===== src/rtl/core/mbps_pkg.sv =====
package mbps_pkg;

	localparam int BYTE_W     = 8;
	localparam int PAT_BYTES  = 16;
	localparam int OFFSET_W   = 32;
	localparam int REGION_W   = 16;
	localparam int CFG_IDX_W  = 8;
	localparam int CFG_DATA_W = 64;
	localparam int LEN_REG_W  = 5;

	localparam logic [CFG_IDX_W-1:0] REG_PATTERN_LOW    = CFG_IDX_W'(0);
	localparam logic [CFG_IDX_W-1:0] REG_PATTERN_HIGH   = CFG_IDX_W'(1);
	localparam logic [CFG_IDX_W-1:0] REG_CARE_MASK      = CFG_IDX_W'(2);
	localparam logic [CFG_IDX_W-1:0] REG_PATTERN_LENGTH = CFG_IDX_W'(3);

	localparam logic [OFFSET_W-1:0] OFFSET_SAT = '1;
	localparam logic [REGION_W-1:0] REGION_SAT = '1;

	typedef logic [BYTE_W-1:0] byte_t;
	typedef logic [PAT_BYTES-1:0][BYTE_W-1:0] pat_t;
	typedef logic [PAT_BYTES-1:0] care_t;

	typedef struct packed {
		logic shift;
		logic clear;
	} cell_ctl_t;

endpackage


===== src/rtl/core/mbps_scan_if.sv =====
interface mbps_scan_if;
	import mbps_pkg::*;

	logic  valid;
	logic  ready;
	byte_t data_byte;
	logic  region_start;
	logic  search_start;

	modport source (output valid, output data_byte, output region_start,
		output search_start, input ready);
	modport sink (input valid, input data_byte, input region_start,
		input search_start, output ready);
endinterface


===== src/rtl/core/mbps_result_if.sv =====
interface mbps_result_if;
	import mbps_pkg::*;

	logic                valid;
	logic                ready;
	logic                match;
	logic [OFFSET_W-1:0] match_offset;
	logic [REGION_W-1:0] region_index;

	modport source (output valid, output match, output match_offset,
		output region_index, input ready);
	modport sink (input valid, input match, input match_offset,
		input region_index, output ready);
endinterface


===== src/rtl/core/mbps_cfg_if.sv =====
interface mbps_cfg_if;
	import mbps_pkg::*;

	logic                  valid;
	logic                  ready;
	logic [CFG_IDX_W-1:0]  index;
	logic [CFG_DATA_W-1:0] data;

	modport source (output valid, output index, output data, input ready);
	modport sink (input valid, input index, input data, output ready);
endinterface


===== src/rtl/core/mbps_cell.sv =====
module mbps_cell #(
	parameter int PATTERN_MAX = 16,
	parameter int IDX         = 0,
	localparam int LEN_W      = $clog2(PATTERN_MAX + 1)
) (
	input  logic               clk,
	input  logic               arst_n,
	input  mbps_pkg::cell_ctl_t ctl,
	input  mbps_pkg::byte_t    byte_in,
	input  logic               valid_in,
	input  mbps_pkg::pat_t     pattern,
	input  mbps_pkg::care_t    care,
	input  logic [LEN_W-1:0]   len,
	output mbps_pkg::byte_t    byte_q,
	output logic               valid_q,
	output logic               ok
);
	import mbps_pkg::*;

	localparam bit FIRST = (IDX == 0);

	logic             eff_valid;
	logic             in_use;
	logic [LEN_W-1:0] pidx;
	logic [7:0]       pidx_w;
	logic             cared;
	byte_t            pbyte;

	// window slot IDX is compared against pattern byte len-1-IDX
	assign eff_valid = FIRST ? valid_in : (valid_in && !ctl.clear);
	assign in_use    = LEN_W'(IDX) < len;
	assign pidx      = len - LEN_W'(IDX) - LEN_W'(1);
	assign pidx_w    = 8'(pidx);
	assign cared     = (pidx_w < 8'(PAT_BYTES)) && care[pidx_w[3:0]];
	assign pbyte     = pattern[pidx_w[3:0]];
	assign ok        = !in_use || (eff_valid && (!cared || byte_in == pbyte));

	always_ff @(posedge clk or negedge arst_n) begin
		if (!arst_n) begin
			valid_q <= 1'b0;
		end else if (ctl.shift) begin
			valid_q <= eff_valid;
		end
	end

	always_ff @(posedge clk) begin
		if (ctl.shift) begin
			byte_q <= byte_in;
		end
	end

endmodule


===== src/rtl/core/masked_byte_pattern_search.sv =====
// Masked byte pattern search.
// scan: one memory byte per request with region_start / search_start flags.
// result: one response per scan byte; match is set only on the byte that
//   completes the first match of the current search, with the region number
//   and the offset of the match start (both saturating), zeros otherwise.
// cfg: register writes (0 pattern_low, 1 pattern_high, 2 care_mask,
//   3 pattern_length); always ready, unknown indexes are dropped. Write only
//   while no scan byte is outstanding.
// Response: registered, valid in the cycle after the byte is taken.
// Throughput: one byte per cycle unless stalled; the byte window is a row of
//   PATTERN_MAX shift cells that each compare their byte in the cycle it is taken.
// A stalled result holds the response register; scan.ready drops only while
//   that register is full and not being taken.
// Reset: pattern cleared, care_mask all ones, length 16 clamped to PATTERN_MAX,
//   window empty, counters and found latch cleared, no response pending.
module masked_byte_pattern_search #(
	parameter int PATTERN_MAX = 16
) (
	input logic      clk,
	input logic      arst_n,
	mbps_scan_if.sink     scan,
	mbps_result_if.source result,
	mbps_cfg_if.sink      cfg
);
	import mbps_pkg::*;

	localparam int LEN_W = $clog2(PATTERN_MAX + 1);

	logic [CFG_DATA_W-1:0] pat_lo_q;
	logic [CFG_DATA_W-1:0] pat_hi_q;
	care_t                 care_q;
	logic [LEN_REG_W-1:0]  plen_q;

	logic [OFFSET_W-1:0] offset_q;
	logic [REGION_W-1:0] region_q;
	logic                found_q;

	logic                res_valid_q;
	logic                res_match_q;
	logic [OFFSET_W-1:0] res_offset_q;
	logic [REGION_W-1:0] res_region_q;

	logic                take;
	cell_ctl_t           ctl;
	pat_t                pattern;
	logic [7:0]          plen_w;
	logic [7:0]          len_w;
	logic [LEN_W-1:0]    len;
	logic [OFFSET_W-1:0] cur;
	logic [REGION_W-1:0] region_nxt;
	logic                found_eff;
	logic                hit;

	byte_t                  cell_byte  [PATTERN_MAX];
	logic [PATTERN_MAX-1:0] cell_valid;
	logic [PATTERN_MAX-1:0] cell_ok;

	assign cfg.ready    = 1'b1;
	assign scan.ready   = !res_valid_q || result.ready;
	assign take         = scan.valid && scan.ready;
	assign ctl.shift    = take;
	assign ctl.clear    = scan.region_start || scan.search_start;
	assign pattern      = {pat_hi_q, pat_lo_q};

	always_comb begin
		plen_w = 8'(plen_q);
		priority if (plen_w == 8'd0) begin
			len_w = 8'd1;
		end else if (plen_w > 8'(PATTERN_MAX)) begin
			len_w = 8'(PATTERN_MAX);
		end else begin
			len_w = plen_w;
		end
	end
	assign len = LEN_W'(len_w);

	for (genvar k = 0; k < PATTERN_MAX; k++) begin : g_cell
		if (k == 0) begin : g_head
			mbps_cell #(.PATTERN_MAX(PATTERN_MAX), .IDX(k)) u_cell (
				.clk     (clk),
				.arst_n  (arst_n),
				.ctl     (ctl),
				.byte_in (scan.data_byte),
				.valid_in(1'b1),
				.pattern (pattern),
				.care    (care_q),
				.len     (len),
				.byte_q  (cell_byte[k]),
				.valid_q (cell_valid[k]),
				.ok      (cell_ok[k])
			);
		end else begin : g_body
			mbps_cell #(.PATTERN_MAX(PATTERN_MAX), .IDX(k)) u_cell (
				.clk     (clk),
				.arst_n  (arst_n),
				.ctl     (ctl),
				.byte_in (cell_byte[k-1]),
				.valid_in(cell_valid[k-1]),
				.pattern (pattern),
				.care    (care_q),
				.len     (len),
				.byte_q  (cell_byte[k]),
				.valid_q (cell_valid[k]),
				.ok      (cell_ok[k])
			);
		end
	end

	always_comb begin
		priority if (scan.search_start) begin
			region_nxt = '0;
		end else if (scan.region_start && region_q != REGION_SAT) begin
			region_nxt = region_q + REGION_W'(1);
		end else begin
			region_nxt = region_q;
		end
	end

	assign cur       = ctl.clear ? '0 : offset_q;
	assign found_eff = found_q && !scan.search_start;
	assign hit       = !found_eff && (&cell_ok);

	always_ff @(posedge clk or negedge arst_n) begin
		if (!arst_n) begin
			pat_lo_q <= '0;
			pat_hi_q <= '0;
			care_q   <= '1;
			plen_q   <= LEN_REG_W'(PAT_BYTES);
		end else if (cfg.valid && cfg.ready) begin
			unique case (cfg.index)
				REG_PATTERN_LOW:    pat_lo_q <= cfg.data;
				REG_PATTERN_HIGH:   pat_hi_q <= cfg.data;
				REG_CARE_MASK:      care_q   <= cfg.data[PAT_BYTES-1:0];
				REG_PATTERN_LENGTH: plen_q   <= cfg.data[LEN_REG_W-1:0];
				default: ;
			endcase
		end
	end

	always_ff @(posedge clk or negedge arst_n) begin
		if (!arst_n) begin
			offset_q    <= '0;
			region_q    <= '0;
			found_q     <= 1'b0;
			res_valid_q <= 1'b0;
		end else begin
			if (take) begin
				offset_q    <= (cur == OFFSET_SAT) ? OFFSET_SAT : cur + OFFSET_W'(1);
				region_q    <= region_nxt;
				found_q     <= found_eff || hit;
				res_valid_q <= 1'b1;
			end else if (result.ready) begin
				res_valid_q <= 1'b0;
			end
		end
	end

	always_ff @(posedge clk) begin
		if (take) begin
			res_match_q  <= hit;
			res_offset_q <= '0;
			res_region_q <= '0;
			if (hit) begin
				res_offset_q <= (cur == OFFSET_SAT) ? OFFSET_SAT :
					cur - OFFSET_W'(len) + OFFSET_W'(1);
				res_region_q <= region_nxt;
			end
		end
	end

	assign result.valid        = res_valid_q;
	assign result.match        = res_match_q;
	assign result.match_offset = res_offset_q;
	assign result.region_index = res_region_q;

endmodule


===== src/flat_wrapper.sv =====
// flat-port wrapper written by rule: the top's interface ports become plain ports
module masked_byte_pattern_search_flat import mbps_pkg::*;
#(
	parameter int PATTERN_MAX = 16
)
  (clk, arst_n, scan_valid, scan_data_byte, scan_region_start, scan_search_start, scan_ready, result_valid, result_match, result_match_offset, result_region_index, result_ready, cfg_valid, cfg_index, cfg_data, cfg_ready);
  mbps_scan_if scan_i ();
  mbps_result_if result_i ();
  mbps_cfg_if cfg_i ();
  input logic clk;
  input logic arst_n;
  input wire logic [$bits(scan_i.valid)-1:0] scan_valid;
  input wire logic [$bits(scan_i.data_byte)-1:0] scan_data_byte;
  input wire logic [$bits(scan_i.region_start)-1:0] scan_region_start;
  input wire logic [$bits(scan_i.search_start)-1:0] scan_search_start;
  output wire logic [$bits(scan_i.ready)-1:0] scan_ready;
  output wire logic [$bits(result_i.valid)-1:0] result_valid;
  output wire logic [$bits(result_i.match)-1:0] result_match;
  output wire logic [$bits(result_i.match_offset)-1:0] result_match_offset;
  output wire logic [$bits(result_i.region_index)-1:0] result_region_index;
  input wire logic [$bits(result_i.ready)-1:0] result_ready;
  input wire logic [$bits(cfg_i.valid)-1:0] cfg_valid;
  input wire logic [$bits(cfg_i.index)-1:0] cfg_index;
  input wire logic [$bits(cfg_i.data)-1:0] cfg_data;
  output wire logic [$bits(cfg_i.ready)-1:0] cfg_ready;
  assign scan_i.valid = scan_valid;
  assign scan_i.data_byte = scan_data_byte;
  assign scan_i.region_start = scan_region_start;
  assign scan_i.search_start = scan_search_start;
  assign scan_ready = scan_i.ready;
  assign result_valid = result_i.valid;
  assign result_match = result_i.match;
  assign result_match_offset = result_i.match_offset;
  assign result_region_index = result_i.region_index;
  assign result_i.ready = result_ready;
  assign cfg_i.valid = cfg_valid;
  assign cfg_i.index = cfg_index;
  assign cfg_i.data = cfg_data;
  assign cfg_ready = cfg_i.ready;
  masked_byte_pattern_search #(.PATTERN_MAX(PATTERN_MAX)) u_core (.clk(clk), .arst_n(arst_n), .scan(scan_i), .result(result_i), .cfg(cfg_i));
endmodule

===== config.mk =====
export PLATFORM = sky130hd
export DESIGN_NAME = masked_byte_pattern_search_flat
export DESIGN_NICKNAME = d
export VERILOG_FILES = /design/src/rtl/core/mbps_pkg.sv /design/src/rtl/core/mbps_scan_if.sv /design/src/rtl/core/mbps_result_if.sv /design/src/rtl/core/mbps_cfg_if.sv /design/src/rtl/core/mbps_cell.sv /design/src/rtl/core/masked_byte_pattern_search.sv /design/src/flat_wrapper.sv
export SDC_FILE = /design/constraint.sdc
export NUM_CORES = 1
export LEC_CHECK = 0
export BUFFER_PORTS_ARGS = -buffer_cell sky130_fd_sc_hd__clkbuf_2
export CORE_MARGIN = 2
export CORE_UTILIZATION = 69
export CTS_BUF_LIST = sky130_fd_sc_hd__clkbuf_4
export CTS_CLUSTER_SIZE = 25
export DETAILED_ROUTE_END_ITERATION = 7
export PLACE_DENSITY = 0.88
export SLEW_MARGIN = 20
export SYNTH_ARGS = -nofsm -noshare
export SYNTH_HDL_FRONTEND = slang
export SYNTH_SLANG_ARGS = --single-unit

===== constraint.sdc =====
create_clock -name clk -period 10 [get_ports clk]
set_input_delay 0.5 -clock clk [delete_from_list [all_inputs] [get_ports clk]]
set_output_delay 0.5 -clock clk [all_outputs]
set_load 0.005 [all_outputs]

## Word-level counts from Yosys, hierarchy flattened

Cells that the tools add are included.

| word-level totals | value |
|---|---|
| bits in registers | 383 |
| input port bits | 87 |
| logic and storage cells | 347 |

| cells by class | value |
|---|---|
| $add $sub $neg | 34 |
| order comparisons | 49 |
| eq/ne operators | 21 |
| mux-type cells | 73 |
| reductions and logical operators | 129 |

Operators with widths:

| kind | count |
|---|---|
| $bmux 8 s4 | 16 |
| $eq 8x8->1 | 16 |
| $mux 8 | 16 |
| $mux 32 | 3 |
| $lt 4x5->1 const B | 16 |
| $lt 5x5->1 const B | 16 |
| $sub 5x1->5 const B | 16 |
| $add 32x1->32 const B | 2 |
| $bmux 1 s4 | 16 |
| $logic_and 1x1->1 | 50 |
| $lt 4x5->1 const A | 8 |
| $sub 5x4->5 const B | 8 |
| $logic_not 1->1 | 36 |
| $logic_or 1x1->1 | 35 |
| $eq 32x32->1 const B | 1 |
| $mux 16 | 2 |
| $sub 32x5->32 | 1 |
| $lt 3x5->1 const A | 4 |
| $sub 5x3->5 const B | 4 |
| $mux 1 | 18 |
| $add 16x1->16 const B | 1 |
| $eq 8x2->1 const B | 2 |
| $ne 16x16->1 const B | 1 |
| $reduce_and 16->1 | 1 |
| other kinds (10) | 17 |

## Logic depth before layout (Yosys ltp)

| logic depth | value |
|---|---|
| depth in word-level cells | 15 |
| depth in mapped cells | 24 |
| mapped depth without buffers | 20 |

## By module

From an unflattened synthesis, not the netlist that was laid out.

| second synthesis, totals | value |
|---|---|
| cells, all modules | 3115 |
| area, all modules | 39243.9 sq um |

Modules (own cells, without submodules):

| module | times used | cells an instance | area each (sq um) |
|---|---|---|---|
| masked_byte_pattern_search | 1 | 1149 | 12667.1 |
| mbps_cell (u_core.g_cell[1].g_body.u_cell) | 1 | 131 | 1732.9 |
| mbps_cell (u_core.g_cell[11].g_body.u_cell) | 1 | 112 | 1724.2 |
| mbps_cell (u_core.g_cell[6].g_body.u_cell) | 1 | 128 | 1719.1 |
| mbps_cell (u_core.g_cell[7].g_body.u_cell) | 1 | 134 | 1715.4 |
| mbps_cell (u_core.g_cell[3].g_body.u_cell) | 1 | 137 | 1712.9 |
| mbps_cell (u_core.g_cell[13].g_body.u_cell) | 1 | 128 | 1694.1 |
| mbps_cell (u_core.g_cell[4].g_body.u_cell) | 1 | 121 | 1691.6 |
| mbps_cell (u_core.g_cell[9].g_body.u_cell) | 1 | 110 | 1687.9 |
| mbps_cell (u_core.g_cell[0].g_head.u_cell) | 1 | 125 | 1664.1 |
| mbps_cell (u_core.g_cell[14].g_body.u_cell) | 1 | 147 | 1664.1 |
| mbps_cell (u_core.g_cell[5].g_body.u_cell) | 1 | 122 | 1652.8 |
| mbps_cell (u_core.g_cell[15].g_body.u_cell) | 1 | 119 | 1625.3 |
| mbps_cell (u_core.g_cell[8].g_body.u_cell) | 1 | 126 | 1605.3 |
| 3 more rows | n/a | n/a | n/a |

## Worst setup path before layout

OpenSTA, ideal clock, no wires.

| timing path | value |
|---|---|
| path kind | input port to flip-flop |
| from | input result_ready |
| to | register u_core.g_cell[0].g_head.u_cell.byte_q[0], enable pin |
| setup time | 0.599 ns |
| arrival time | 5.959 ns |
| data required time | 9.401 ns |
| path slack | 3.442 ns |
| stages on the path | 5 |
| cell sequence | nand2b_1 -> nand2_1 -> inv_1 -> clkbuf_1 -> buf_1 |

| on the way | value |
|---|---|
| longest elaborated chain between the ends | 2 |

Ends and longest elaborated chain:

| what | line | RTL |
|---|---|---|
| start: declaration | flat_wrapper.sv:21 | `input wire logic [$bits(result_i.ready)-1:0] result_ready;` |
| $logic_or 1x1->1 | masked_byte_pattern_search.sv:59 | `assign scan.ready = !res_valid_q \|\| result.ready;` |
| $logic_and 1x1->1 | masked_byte_pattern_search.sv:60 | `assign take = scan.valid && scan.ready;` |
| named net u_core.take | masked_byte_pattern_search.sv:43 | `logic take;` |
| end signal: assignment | mbps_cell.sv:48 | `byte_q <= byte_in;` |
| end: declaration | mbps_cell.sv:14 | `output mbps_pkg::byte_t byte_q,` |

The timed path passes the listed nets, and every way through them passes these cells.
A chain may end at the register's enable or synchronous reset.

## Worst setup path in the final report

| timing path | value |
|---|---|
| from | register u_core.plen_q[1] |
| to | register u_core.res_region_q[5] (netlist: u_core.result.region_index[5]), data pin |

| on the way | value |
|---|---|
| longest elaborated chain between the ends | 14 |
| elaborated cells between the ends (all ways) | 243 |
| those cells by class | 30 x add/sub; 33 x order compare; 16 x eq/ne; 66 x mux; 98 x reduce/logical |

Ends and longest elaborated chain:

| what | line | RTL |
|---|---|---|
| start: declaration | masked_byte_pattern_search.sv:32 | `logic [LEN_REG_W-1:0] plen_q;` |
| start signal: assignment | masked_byte_pattern_search.sv:128 | `plen_q <= LEN_REG_W'(PAT_BYTES);` |
| start signal: assignment | masked_byte_pattern_search.sv:134 | `REG_PATTERN_LENGTH: plen_q <= cfg.data[LEN_REG_W-1:0];` |
| $gt 5x5->1 | masked_byte_pattern_search.sv:69 | `end else if (plen_w > 8'(PATTERN_MAX)) begin` |
| $mux 5 | masked_byte_pattern_search.sv:69 |  |
| $mux 5 * | masked_byte_pattern_search.sv:67 | `priority if (plen_w == 8'd0) begin` |
| branches (longest 9 deep; another with $sub 5x4->5) | n/a |  |
| $reduce_and 16->1 * | masked_byte_pattern_search.sv:121 | `assign hit = !found_eff && (&cell_ok);` |
| $logic_and 1x1->1 * | masked_byte_pattern_search.sv:121 |  |
| end signal: assignment | masked_byte_pattern_search.sv:166 | `res_region_q <= region_nxt;` |
| end: declaration | masked_byte_pattern_search.sv:41 | `logic [REGION_W-1:0] res_region_q;` |

Every way passes the cells marked *. The select of a mux whose other input is x is not followed.

==> run_summary.xml <==
<?xml version="1.0" encoding="UTF-8"?>
<metrics>
  <group name="layout">
    <metric name="most_common_cell_after_layout_fill_and_taps_aside" unit="">sky130_fd_sc_hd__mux4_2</metric>
    <metric name="layout_common_cells" unit="">sky130_fd_sc_hd__mux4_2, sky130_fd_sc_hd__dfrtp_1, sky130_fd_sc_hd__mux2_2, sky130_fd_sc_hd__edfxtp_1, sky130_fd_sc_hd__clkbuf_4</metric>
    <metric name="fin_nets" unit="">2394</metric>
    <metric name="post-route-util" unit="%">78.7</metric>
    <metric name="final_non_filler_cells" unit="">2782</metric>
    <metric name="layout_overhead_on_the_synthesized_area" unit="%">12.0</metric>
    <metric name="final_layout_size_suffix_gt1_share" unit="%">34.2</metric>
  </group>
  <group name="floorplan">
    <metric name="fp-row-count" unit="">70</metric>
    <metric name="die-area" unit="um2">38800</metric>
    <metric name="core_region_area" unit="um2">36600</metric>
    <metric name="floorplan.initialDensity" unit="%">70.2</metric>
    <metric name="die_w" unit="um">197</metric>
    <metric name="io_count" unit="">139</metric>
    <metric name="die-height" unit="um">197</metric>
  </group>
  <group name="route">
    <metric name="total_vias_in_the_final_route" unit="">20780</metric>
    <metric name="avgViaCountPerCell" unit="">7.47</metric>
    <metric name="drt-total-wl" unit="mm">85.6</metric>
    <metric name="ant_nets" unit="">0</metric>
    <metric name="routed-wl-met3" unit="mm">13.1</metric>
    <metric name="route.detailed.drc" unit="">0</metric>
    <metric name="detailedRoute.firstPassIterationCount" unit="">8</metric>
    <metric name="avg_wl_per_cell" unit="um">30.8</metric>
    <metric name="topRoutingLayerUsed" unit="">met4</metric>
    <metric name="met1_wire_length" unit="mm">29.4</metric>
    <metric name="drt-initial-drc-count" unit="">3479</metric>
    <metric name="dr_wl_met2" unit="mm">38.2</metric>
  </group>
  <group name="grt">
    <metric name="grt_first_pass_wirelength" unit="mm">128</metric>
    <metric name="groute.usage.overall" unit="%">45.1</metric>
    <metric name="grt_antenna_before_repair" unit="">1</metric>
    <metric name="grt_max_degree" unit="">155</metric>
    <metric name="via_count_of_the_first_global_routing_pass" unit="">20277</metric>
    <metric name="grt.overflow.total" unit="">0</metric>
  </group>
  <group name="logic_synthesis">
    <metric name="syn_area" unit="um2">25700</metric>
    <metric name="synth_top_cell_by_area" unit="">sky130_fd_sc_hd__mux4_2</metric>
    <metric name="post_synth_inst_count" unit="">2026</metric>
    <metric name="yosysUniqueCellTypes" unit="">74</metric>
    <metric name="ys_warn_count" unit="">0</metric>
    <metric name="synth-edff-count" unit="">169</metric>
    <metric name="synth.yosys.seq_area_share" unit="%">40.7</metric>
    <metric name="synthesis.area_per_instance" unit="um2">12.7</metric>
    <metric name="postSynthRegisterBits" unit="">383</metric>
    <metric name="synthArstFlopShare" unit="%">55.9</metric>
    <metric name="synth_top_cell_area_share" unit="%">21.1</metric>
    <metric name="synth-main-ff-cell" unit="">sky130_fd_sc_hd__dfrtp_1</metric>
    <metric name="synth_nets" unit="">2191</metric>
    <metric name="synth_top_cells_by_area" unit="">sky130_fd_sc_hd__mux4_2, sky130_fd_sc_hd__edfxtp_1, sky130_fd_sc_hd__dfrtp_1</metric>
  </group>
  <group name="worst_setup_path">
    <metric name="regToRegStartpoint" unit="">u_core.plen_q[1]</metric>
    <metric name="crit_path_max_fanout" unit="">49</metric>
    <metric name="worstSetupPathType" unit="">register to register</metric>
    <metric name="critPathLaunch" unit="">u_core.plen_q[1]</metric>
    <metric name="worstSetupStartpointType" unit="">register</metric>
    <metric name="worstSetupEndpointType" unit="">register</metric>
    <metric name="required" unit="ns">10.67</metric>
    <metric name="worstPathArrival" unit="ns">8.62</metric>
  </group>
  <group name="timing">
    <metric name="clock_skew" unit="ns">0.0671</metric>
    <metric name="post-route-min-period" unit="ns">7.95</metric>
    <metric name="hold_violations" unit="">0</metric>
    <metric name="holdWs" unit="ns">0.0788</metric>
    <metric name="finalSetupViolCount" unit="">0</metric>
    <metric name="min_period_over_period" unit="%">79.5</metric>
    <metric name="drv_slew" unit="">0</metric>
    <metric name="slew_headroom" unit="%">15.5</metric>
    <metric name="final_critical_path_setup_slack" unit="ns">2.05</metric>
    <metric name="rsz0062_at_grt" unit="">no</metric>
    <metric name="fmax" unit="GHz">0.126</metric>
    <metric name="timing.setup.tns" unit="ns">0</metric>
    <metric name="worst_pin_slew" unit="ns">1.27</metric>
  </group>
  <group name="place">
    <metric name="post_detailed_placement_half_perimeter_wirelength" unit="mm">59.2</metric>
    <metric name="gpl.final_weighted_congestion" unit="">1.10</metric>
    <metric name="place_worst_setup_slack" unit="ns">3.06</metric>
    <metric name="post-place-cells" unit="">2522</metric>
    <metric name="port_buffers" unit="">137</metric>
  </group>
  <group name="hold_path">
    <metric name="worst_hold_path_type" unit="">input port to register</metric>
    <metric name="beginning_of_the_worst_hold_path" unit="">cfg_data[1]</metric>
  </group>
  <group name="cts">
    <metric name="cts_tree" unit="">yes</metric>
    <metric name="clk_latency_worst_skew_pair" unit="ns">0.91</metric>
    <metric name="clock-root-buffer" unit="">sky130_fd_sc_hd__clkbuf_4</metric>
    <metric name="cts_hold_buf" unit="">73</metric>
    <metric name="tritoncts_num_sinks" unit="">383</metric>
    <metric name="clk_pin_slew_worst_paths" unit="ns">0.07</metric>
    <metric name="cts_buffers" unit="">99</metric>
    <metric name="post_cts_buffers" unit="">0</metric>
    <metric name="cts_max_level" unit="">3</metric>
    <metric name="clock_tree.buffer_depth" unit="">3</metric>
    <metric name="quantity_of_gates_resized_following_cts" unit="">0</metric>
  </group>
  <group name="job">
    <metric name="max_capacitance_violation_count" unit="">0</metric>
  </group>
  <group name="pwr">
    <metric name="ir_worst_vdd" unit="uV">147</metric>
    <metric name="cellLeakagePower" unit="uW">0.0119</metric>
    <metric name="powerDensity" unit="nW/um2">150</metric>
  </group>
  <group name="status">
    <metric name="run_status" unit="">complete, no violations</metric>
  </group>
</metrics>
-- report_power, final --
part,internal [uW],switching [uW]
logic,436,577
clock network,728,734
registers,1740,99.7
-- path summary, 6_finish.rpt --
kind	depth (start not counted)	slack, ns	to
max	15	2.05	u_core.result.region_index[5]
max reg2reg	15	2.05	u_core.result.region_index[5]
min	2	0.08	u_core.pat_hi_q[1]
min reg2reg	0	0.47	u_core.g_cell[13].g_body.u_cell.byte_q[4]
max in group asynchronous	3	8.27	u_core.pat_lo_q[31]
min in group asynchronous	2	0.23	u_core.pat_lo_q[0]
-- routing by layer --
metal  up-vias  track usage [%]
met1     10183             59.4
li1       8373                -
met2      1851             67.6
met4         0             20.7
met3       373             16.5
met5         -                0
-- final cells by class --
| cell class | count | area (um2) |
|---|---|---|
| well taps | 468 | 586 |
| inverters | 54 | 211 |
| clock buffers | 153 | 1150 |
| diodes | 1 | 2.50 |
| clock inverters | 32 | 179 |
| flip-flops and latches | 383 | 10500 |
| multi-input cells | 1455 | 14600 |
| repair buffers | 236 | 1640 |
| fillers | 2175 | 7810 |
-- critical path, stage by stage (launching register included) --
cell                        delay, ns
sky130_fd_sc_hd__dfrtp_1         0.59
sky130_fd_sc_hd__nor2b_4         0.54
sky130_fd_sc_hd__buf_4           0.60
sky130_fd_sc_hd__clkinv_1        1.08
sky130_fd_sc_hd__ha_1            0.70
sky130_fd_sc_hd__buf_4           0.47
sky130_fd_sc_hd__mux4_2          0.46
sky130_fd_sc_hd__mux4_2          0.56
sky130_fd_sc_hd__xnor2_1         0.23
sky130_fd_sc_hd__nand4_1         0.33
sky130_fd_sc_hd__o2111ai_1       0.30
sky130_fd_sc_hd__nand4_1         0.12
sky130_fd_sc_hd__a2111oi_0       0.56
sky130_fd_sc_hd__nand4_1         0.21
sky130_fd_sc_hd__a21o_2          0.54
sky130_fd_sc_hd__nor3_1          0.35
-- per-stage QoR --
stage / cell area [um2] / total power [uW]
floorplan: 25700 / 2520
global placement: 26700 / 2780
detailed placement: 26700 / 2810
CTS: 28800 / 4250
global route: 28800 / 4440
finish: 28800 / 4310
-- synth_stat cells, types with 8 or more instances --
master / instances
sky130_fd_sc_hd__a32o_1: 8
sky130_fd_sc_hd__xor2_1: 43
sky130_fd_sc_hd__nand2_1: 136
sky130_fd_sc_hd__dfrtp_1: 197
sky130_fd_sc_hd__nand3_1: 37
sky130_fd_sc_hd__a2111oi_0: 10
sky130_fd_sc_hd__mux4_2: 241
sky130_fd_sc_hd__buf_1: 16
sky130_fd_sc_hd__o21ai_0: 72
sky130_fd_sc_hd__mux2i_1: 38
sky130_fd_sc_hd__and2_1: 11
sky130_fd_sc_hd__a22oi_1: 13
sky130_fd_sc_hd__mux2_2: 171
sky130_fd_sc_hd__xnor2_1: 135
sky130_fd_sc_hd__buf_2: 26
sky130_fd_sc_hd__clkbuf_1: 84
sky130_fd_sc_hd__a22o_1: 10
sky130_fd_sc_hd__nor3_1: 31
sky130_fd_sc_hd__edfxtp_1: 169
sky130_fd_sc_hd__nor2b_1: 12
sky130_fd_sc_hd__o31ai_1: 11
sky130_fd_sc_hd__a21oi_1: 111
sky130_fd_sc_hd__a222oi_1: 9
sky130_fd_sc_hd__a21o_1: 19
sky130_fd_sc_hd__nand4_1: 34
sky130_fd_sc_hd__nor2_1: 72
sky130_fd_sc_hd__dfstp_2: 17
sky130_fd_sc_hd__a31oi_1: 23
sky130_fd_sc_hd__and3_1: 23
sky130_fd_sc_hd__ha_1: 77
sky130_fd_sc_hd__inv_1: 52
-- kinds of logic (layout without fill, tap and decap cells) --
| logic type | after synthesis | after routing | synth area share [%] |
|---|---|---|---|
| AOI/OAI and AO/OA | 356 | 356 | 9.00 |
| xor gates and xnor gates | 178 | 178 | 6.07 |
| adders and majority gates | 78 | 78 | 3.83 |
| buffers and inverters | 188 | 475 | 3.02 |
| DFF | 383 | 383 | 40.7 |
| muxes | 450 | 450 | 30.1 |
| other | 1 | 2 | 0.0146 |
| and+or+nand+nor | 392 | 392 | 7.33 |
-- state kept, by name (all words and copies together), names as in the netlist --
signal	cells
u_core.pat_hi_q	64
u_core.pat_lo_q	64
u_core.g_cell.g_body.u_cell.byte_q	112
u_core.region_q	16
u_core.found_q	1
u_core.care_q	16
u_core.result.match_offset	32
u_core.offset_q	32
u_core.result.valid	1
u_core.g_cell.g_head.u_cell.valid_q	1
u_core.g_cell.g_body.u_cell.valid_q	14
u_core.result.region_index	16
u_core.g_cell.g_head.u_cell.byte_q	8
u_core.plen_q	5
u_core.result.match	1
Note: power is estimated with default switching activity, not from simulation.
